<file path="config.mk">
export PLATFORM = sky130hd
export DESIGN_NAME = touch_pen_event_filter
export DESIGN_NICKNAME = d
export VERILOG_FILES = /design/src/design/tpef_pkg.sv /design/src/design/tpef_axis.sv /design/src/design/touch_pen_event_filter.sv
export SDC_FILE = /design/constraint.sdc
export NUM_CORES = 1
export LEC_CHECK = 0
export BUFFER_PORTS_ARGS = -buffer_cell sky130_fd_sc_hd__buf_4
export CORE_ASPECT_RATIO = 1.75
export CORE_MARGIN = 5
export CORE_UTILIZATION = 45
export DETAILED_ROUTE_END_ITERATION = 10
export PLACE_DENSITY = 0.59
export SYNTH_ARGS = -nofsm -noshare
export SYNTH_HDL_FRONTEND = slang
export SYNTH_SLANG_ARGS = --single-unit
</file>
<file path="constraint.sdc">
create_clock -name clk -period 7.15 [get_ports clk]
set_clock_uncertainty 0.2 [all_clocks]
set_input_delay 0.3575 -clock clk [delete_from_list [all_inputs] [get_ports clk]]
set_output_delay 0.3575 -clock clk [all_outputs]
set_load 0.01 [all_outputs]
</file>
<file path="src/design/tpef_pkg.sv">
`timescale 1ns / 1ps
// ----------------------------------------------------------------------------
// Touch pen event filter package
// Shared widths, event codes, register indexes, reset defaults and the per-axis setup type.
// ----------------------------------------------------------------------------
package tpef_pkg;

  localparam int COORD_BITS = 12;
  localparam int RAW_BITS   = 13;
  localparam int TOL_BITS   = 8;
  localparam int OFF_BITS   = 12;
  localparam int SIZE_BITS  = 13;
  localparam int KIND_BITS  = 2;

  localparam int CFG_INDEX_BITS = 3;
  localparam int CFG_DATA_BITS  = 13;

  localparam int IN_DATA_BITS  = ((2 * RAW_BITS + 7) / 8) * 8;
  localparam int OUT_DATA_BITS = ((2 * COORD_BITS + 7) / 8) * 8;

  localparam int SUM_BITS = (RAW_BITS > COORD_BITS) ? RAW_BITS + 1 : COORD_BITS + 1;

  localparam logic [KIND_BITS-1:0] KIND_DOWN = 2'd0;
  localparam logic [KIND_BITS-1:0] KIND_DRAG = 2'd1;
  localparam logic [KIND_BITS-1:0] KIND_UP   = 2'd2;

  localparam logic [CFG_INDEX_BITS-1:0] REG_TOLERANCE_X   = 3'd0;
  localparam logic [CFG_INDEX_BITS-1:0] REG_TOLERANCE_Y   = 3'd1;
  localparam logic [CFG_INDEX_BITS-1:0] REG_OFFSET_X      = 3'd2;
  localparam logic [CFG_INDEX_BITS-1:0] REG_OFFSET_Y      = 3'd3;
  localparam logic [CFG_INDEX_BITS-1:0] REG_SCREEN_WIDTH  = 3'd4;
  localparam logic [CFG_INDEX_BITS-1:0] REG_SCREEN_HEIGHT = 3'd5;

  localparam logic [TOL_BITS-1:0]  TOLERANCE_RESET = 8'd4;
  localparam logic [OFF_BITS-1:0]  OFFSET_X_RESET  = 12'd8;
  localparam logic [OFF_BITS-1:0]  OFFSET_Y_RESET  = 12'd16;
  localparam logic [SIZE_BITS-1:0] WIDTH_RESET     = 13'd800;
  localparam logic [SIZE_BITS-1:0] HEIGHT_RESET    = 13'd480;

  typedef struct packed {
    logic [TOL_BITS-1:0]         tolerance;
    logic signed [OFF_BITS-1:0]  offset;
    logic [SIZE_BITS-1:0]        size;
  } axis_cfg_t;

endpackage

</file>
<file path="src/design/tpef_axis.sv">
`timescale 1ns / 1ps
// ----------------------------------------------------------------------------
// Touch pen event filter axis unit
// Dead-band test against the last accepted reading, then offset and clamp.
// ----------------------------------------------------------------------------
module tpef_axis (
  input  logic signed [tpef_pkg::RAW_BITS-1:0]   raw,
  input  logic signed [tpef_pkg::RAW_BITS-1:0]   last_raw,
  input  tpef_pkg::axis_cfg_t                    cfg,
  input  logic                                   armed,
  output logic                                   take,
  output logic [tpef_pkg::COORD_BITS-1:0]        point
);

  localparam int DIFF_BITS = tpef_pkg::RAW_BITS + 1;
  localparam int SB        = tpef_pkg::SUM_BITS;
  localparam int CB        = tpef_pkg::COORD_BITS;
  localparam int ZB        = tpef_pkg::SIZE_BITS;

  logic signed [DIFF_BITS-1:0] diff;
  logic [DIFF_BITS-1:0]        mag;
  logic signed [SB-1:0]        sum;
  logic [ZB-1:0]               size_m1;
  logic                        size_big;
  logic [CB-1:0]               lim;
  logic signed [SB-1:0]        lim_s;

  always_comb begin
    diff = DIFF_BITS'(raw) - DIFF_BITS'(last_raw);
    mag  = diff[DIFF_BITS-1] ? DIFF_BITS'(-diff) : DIFF_BITS'(diff);
    take = !armed || (mag > DIFF_BITS'(cfg.tolerance));
  end

  always_comb begin
    sum      = SB'(raw) + SB'(cfg.offset);
    size_m1  = (cfg.size == '0) ? '0 : cfg.size - ZB'(1);
    size_big = (CB < ZB) && ((size_m1 >> CB) != '0);
    lim      = size_big ? '1 : CB'(size_m1);
    lim_s    = SB'($signed({1'b0, lim}));
    if (sum[SB-1]) begin
      point = '0;
    end else if (sum > lim_s) begin
      point = lim;
    end else begin
      point = CB'(sum);
    end
  end

endmodule

</file>
<file path="src/design/touch_pen_event_filter.sv">
`timescale 1ns / 1ps
// ----------------------------------------------------------------------------
// Touch pen event filter
// Turns touch samples into pen-down, drag and pen-up events with calibrated,
// clamped screen coordinates.
// ----------------------------------------------------------------------------
// An accepted sample passes the input register, then the event register.
// Throughput is one sample per cycle unless the output stalls; the input and
// event registers let a new sample enter while a finished event waits.
// Reset is synchronous and clears the pen state and both registers' valid
// flags, and loads the default tolerances, offsets and screen size.
module touch_pen_event_filter (
  input  logic                                    clk,
  input  logic                                    rst,
  input  logic                                    cfg_we,
  input  logic [tpef_pkg::CFG_INDEX_BITS-1:0]     cfg_index,
  input  logic [tpef_pkg::CFG_DATA_BITS-1:0]      cfg_data,
  input  logic                                    s_tvalid,
  output logic                                    s_tready,
  input  logic [tpef_pkg::IN_DATA_BITS-1:0]       s_tdata,  // raw_x, raw_y, zero fill
  input  logic                                    s_tuser,  // touched
  output logic                                    m_tvalid,
  input  logic                                    m_tready,
  output logic [tpef_pkg::OUT_DATA_BITS-1:0]      m_tdata,  // point_x, point_y
  output logic [tpef_pkg::KIND_BITS-1:0]          m_tuser   // event_kind
);

  localparam int RB = tpef_pkg::RAW_BITS;
  localparam int CB = tpef_pkg::COORD_BITS;

  tpef_pkg::axis_cfg_t cfg_x;
  tpef_pkg::axis_cfg_t cfg_y;

  logic                 in_valid;
  logic signed [RB-1:0] in_raw_x;
  logic signed [RB-1:0] in_raw_y;
  logic                 in_touched;

  logic                 was_touched;
  logic signed [RB-1:0] last_raw_x;
  logic signed [RB-1:0] last_raw_y;
  logic [CB-1:0]        held_x;
  logic [CB-1:0]        held_y;

  logic                 out_free;
  logic                 advance;
  logic                 take_x;
  logic                 take_y;
  logic                 axis_x_take;
  logic                 axis_y_take;
  logic [CB-1:0]        place_x;
  logic [CB-1:0]        place_y;
  logic [CB-1:0]        held_x_next;
  logic [CB-1:0]        held_y_next;
  logic                 emit;
  logic [tpef_pkg::KIND_BITS-1:0] kind;

  always_ff @(posedge clk) begin
    if (rst) begin
      cfg_x.tolerance <= tpef_pkg::TOLERANCE_RESET;
      cfg_y.tolerance <= tpef_pkg::TOLERANCE_RESET;
      cfg_x.offset    <= tpef_pkg::OFFSET_X_RESET;
      cfg_y.offset    <= tpef_pkg::OFFSET_Y_RESET;
      cfg_x.size      <= tpef_pkg::WIDTH_RESET;
      cfg_y.size      <= tpef_pkg::HEIGHT_RESET;
    end else if (cfg_we) begin
      unique case (cfg_index)
        tpef_pkg::REG_TOLERANCE_X:   cfg_x.tolerance <= cfg_data[tpef_pkg::TOL_BITS-1:0];
        tpef_pkg::REG_TOLERANCE_Y:   cfg_y.tolerance <= cfg_data[tpef_pkg::TOL_BITS-1:0];
        tpef_pkg::REG_OFFSET_X:      cfg_x.offset    <= cfg_data[tpef_pkg::OFF_BITS-1:0];
        tpef_pkg::REG_OFFSET_Y:      cfg_y.offset    <= cfg_data[tpef_pkg::OFF_BITS-1:0];
        tpef_pkg::REG_SCREEN_WIDTH:  cfg_x.size      <= cfg_data[tpef_pkg::SIZE_BITS-1:0];
        tpef_pkg::REG_SCREEN_HEIGHT: cfg_y.size      <= cfg_data[tpef_pkg::SIZE_BITS-1:0];
        default: ;
      endcase
    end
  end

  assign out_free = !m_tvalid || m_tready;
  assign advance  = in_valid && out_free;
  assign s_tready = !in_valid || advance;

  always_ff @(posedge clk) begin
    if (rst) begin
      in_valid <= 1'b0;
    end else if (s_tready) begin
      in_valid <= s_tvalid;
    end
    if (s_tvalid && s_tready) begin
      in_raw_x   <= s_tdata[RB-1:0];
      in_raw_y   <= s_tdata[2*RB-1:RB];
      in_touched <= s_tuser;
    end
  end

  tpef_axis u_axis_x (
    .raw      (in_raw_x),
    .last_raw (last_raw_x),
    .cfg      (cfg_x),
    .armed    (was_touched),
    .take     (axis_x_take),
    .point    (place_x)
  );

  tpef_axis u_axis_y (
    .raw      (in_raw_y),
    .last_raw (last_raw_y),
    .cfg      (cfg_y),
    .armed    (was_touched),
    .take     (axis_y_take),
    .point    (place_y)
  );

  always_comb begin
    take_x      = in_touched && axis_x_take;
    take_y      = in_touched && axis_y_take;
    held_x_next = take_x ? place_x : held_x;
    held_y_next = take_y ? place_y : held_y;
    emit        = in_touched ? (take_x || take_y) : was_touched;
    if (!in_touched) begin
      kind = tpef_pkg::KIND_UP;
    end else if (was_touched) begin
      kind = tpef_pkg::KIND_DRAG;
    end else begin
      kind = tpef_pkg::KIND_DOWN;
    end
  end

  always_ff @(posedge clk) begin
    if (rst) begin
      was_touched <= 1'b0;
      last_raw_x  <= '0;
      last_raw_y  <= '0;
      held_x      <= '0;
      held_y      <= '0;
    end else if (advance) begin
      was_touched <= in_touched;
      held_x      <= held_x_next;
      held_y      <= held_y_next;
      if (take_x) begin
        last_raw_x <= in_raw_x;
      end
      if (take_y) begin
        last_raw_y <= in_raw_y;
      end
    end
  end

  always_ff @(posedge clk) begin
    if (rst) begin
      m_tvalid <= 1'b0;
    end else if (advance && emit) begin
      m_tvalid <= 1'b1;
    end else if (m_tready) begin
      m_tvalid <= 1'b0;
    end
    if (advance && emit) begin
      m_tdata <= tpef_pkg::OUT_DATA_BITS'({held_y_next, held_x_next});
      m_tuser <= kind;
    end
  end

endmodule

</file>
==> metrics.md <==
| Metric | Value |
|---|---|
| Outcome | `complete, no violations` |
| EDFF count, synth | `53` |
| Distinct cells, synth | `92` |
| CP max FO | `12` |
| Fin crit share | `about 76%` |
| Overall die area | `29,400 um^2` |
| Vias | `9,765` |
| Area Growth Syn to Fin | `14.9%` |
| Core area | `25,800 um^2` |
| Worst slew pin tran | `around 1.1 ns` |
| PortBufs | `between 70 and 80` |
| CTS Buf Count | `17` |
| Pre-CTS setup slack | `roughly 1.6 ns` |
| Register area share after synthesis | `between 30% and 40%` |
| Detailed-route wire length | `30,800 um` |
| Final min period | `5.46 ns` |
| Syn. warnings | `0` |
| Pre-antenna DRT Iters | `5` |
| Root buffer cell | `clkbuf_16` |
| Final hold vios | `0` |
| Area share of the largest cell type after synthesis | `about a fifth` |
| Placed cell area | `12,500 um^2` |
| Total GRT Usage | `approximately a fifth` |
| Number of fill cells | `about 2,500` |
| Rows | `between 70 and 80` |
| Final Cell Area | `roughly 13,000 um^2` |
| Min Hold Slack | `0.0136 ns` |
| Detailed Place HPWL | `between 20,000 and 25,000 um` |
| Initial Utilization | `a little under half` |
| H-tree depth | `4` |
| Number of remaining DRC errors | `0` |
| Final GP Congestion | `about 0.87` |
| Headroom to the max-slew limit | `25.7%` |
| Synth cell count leaders | `178 x nand2_1, 119 x dfxtp_1, 117 x nor2_1` |
| Max Freq | `0.183 GHz` |
| Largest net degree at the start of global routing | `60` |
| Prevailing post-synth register cell | `dfxtp_1` |
| Clk Latency, worst-skew pair | `between 0.4 and 0.5 ns` |
| Longest Clk Path Bufs | `2` |
| RSZ-0062 raised after global routing | `no` |
| Worst hold path class | `input port to flip-flop` |
| DR iter-0 viols | `between 400 and 500` |
| Pleak | `about 5.3 nW` |
| Hold buffers post-CTS | `36` |
| Fin. max-slew vios | `0` |
| Vias per cell | `about 5.6` |
| Area contributors post-synth | `dfxtp_1 20%, edfxtp_1 14%, ha_1 10%` |
| Data arrival, critical path | `about 5.5 ns` |
| Ant. Diodes | `0` |
| Initial antenna violation count | `0` |
| Post-synth net total | `roughly 1,500` |
| Setup_tns | `0 ns` |
| Worst vdd ir | `~200 uV` |
| Footprint of the multi-input gates | `just over 7000 um^2` |
| First-pass GRT wire length | `between 40,000 and 50,000 um` |
| Die height | `about 220 um` |
| Kind of critical path | `flip-flop to flip-flop` |
| Vias in the first global route | `slightly below 10,000` |
| Ratio of cells with drive above 1 in the final layout | `12.8%` |
| Final setup viols | `0` |
| Post-synthesis average cell area | `just under 9 um^2` |
| Max cap viols | `0` |
| Number of synthesized register bits | `between 150 and 200` |
| Width of the die | `roughly 130 um` |
| PwrDens | `around 200 nW/um^2` |
| GR Overflow Total | `0` |
| I/O Pins | `between 80 and 90` |
| Post-route ant nets | `0` |
| CP endpoint kind | `flip-flop` |
| Register area | `a little under 4000 um^2` |
| Clock Sinks | `~170` |
| Asr flop ratio synth | `0%` |
| Mapped Area | `11,700 um^2` |
| Count leader, synth | `nand2_1` |
| Area leader, netlist | `dfxtp_1` |
| Post-synthesis cell count | `about 1,300` |
| Post-CTS resize count | `0` |
| CTS tree | `yes` |
| Post-CTS Setup Inserts | `0` |
| CP startpoint kind | `flip-flop` |
| Fin worst setup slack | `approximately 1.7 ns` |
| Final nets | `roughly 1,600` |
| Clock slew at reported path FFs | `roughly 0.08 ns` |
| Worst endpoint required time | `~7.2 ns` |
| Drt wl/cell | `between 15 and 20 um` |
| Overall Power | `between 2 and 3 mW` |
[registers in the layout, summed over array words and instances (netlist names), 2 cells and up]
signal	cells
cfg_x	33
last_raw_x	13
m_tuser	2
m_tdata	24
held_y	12
in_raw_x	13
last_raw_y	13
in_raw_y	13
cfg_y	33
held_x	12
[per-stage QoR]
stage / util [%] / instances
after global placement: 48.4 / 1679
after global routing: 52.1 / 1747
after detailed placement: 48.4 / 1679
final: 52.1 / 1747
after CTS: 52.1 / 1747
after floorplan: - / 1328
[layer usage]
layer	global-route usage, %	wire (um)
met4	9.40	1190
met2	41.2	17000
met5	0	0
met1	21.7	11800
met3	3.23	828
[worst paths after layout]
kind / slack [ns] / cells after the start / end / start
setup reg to reg: 1.69 / 19 / m_tdata[21] / in_raw_y[6]
setup / recovery: 1.69 / 19 / m_tdata[21] / in_raw_y[6]
hold / removal: 0.01 / 3 / cfg_x[5] / cfg_data[5]
hold reg to reg: 0.26 / 2 / cfg_x[31] / cfg_x[31]
[worst max-delay path: stages (launching register included)]
cell	delay, ns
edfxtp_1	0.44
ha_1	0.44
a21o_1	0.24
or4_4	0.43
o32ai_4	0.33
o31ai_1	0.11
buf_4	0.18
nor2_1	0.13
xor2_1	0.16
ha_1	0.25
a21oi_1	0.15
nor2b_1	0.05
o21ai_0	0.14
o211ai_1	0.12
a21o_1	0.19
a21oi_1	0.14
o211a_1	0.22
nand3_1	0.13
nand2_1	0.72
mux2_2	0.42
[cells in the final DEF, fill, tap and decap left out, drive strengths merged, types with 13 or more instances in the layout]
cell	count
nor2b	17
xor2	22
o32ai	18
o31ai	18
clkbuf	19
dlygate4sd3	36
inv	106
o21ai	42
a21oi	111
mux2i	38
nor2	117
nor3	19
xnor2	37
nand3	26
dfxtp	119
mux2	26
nand2b	15
o21a	13
nand2	178
o2111ai	16
buf	86
edfxtp	53
a211oi	19
a21o	22
ha	96
[cells by family (layout without fill, tap and decap cells)]
logic type	count (synthesis)	in the layout	synth area share, %
compound gates	334	334	20.6
xor+xnor	59	59	4.42
fa+ha+maj	101	101	11.0
buf+inv	152	251	5.43
flops	172	172	34.0
mux	64	64	6.37
simple gates	446	446	18.2
[layout make-up]
class,count,share of cell area [%]
inverters,97,2.71
well taps,320,2.98
flip-flops and latches,172,29.6
repair buffers,122,7.49
multi-input cells,1004,52.8
clock buffers,19,3.46
clock inverters,13,1.03
[power by group]
group	leakage [nW]	switching, mW	internal (mW)
clock network	0.298	0.457	0.496
registers	1.48	0.0294	1.04
logic	3.53	0.376	0.284
Power figures use the tool's default switching activity.
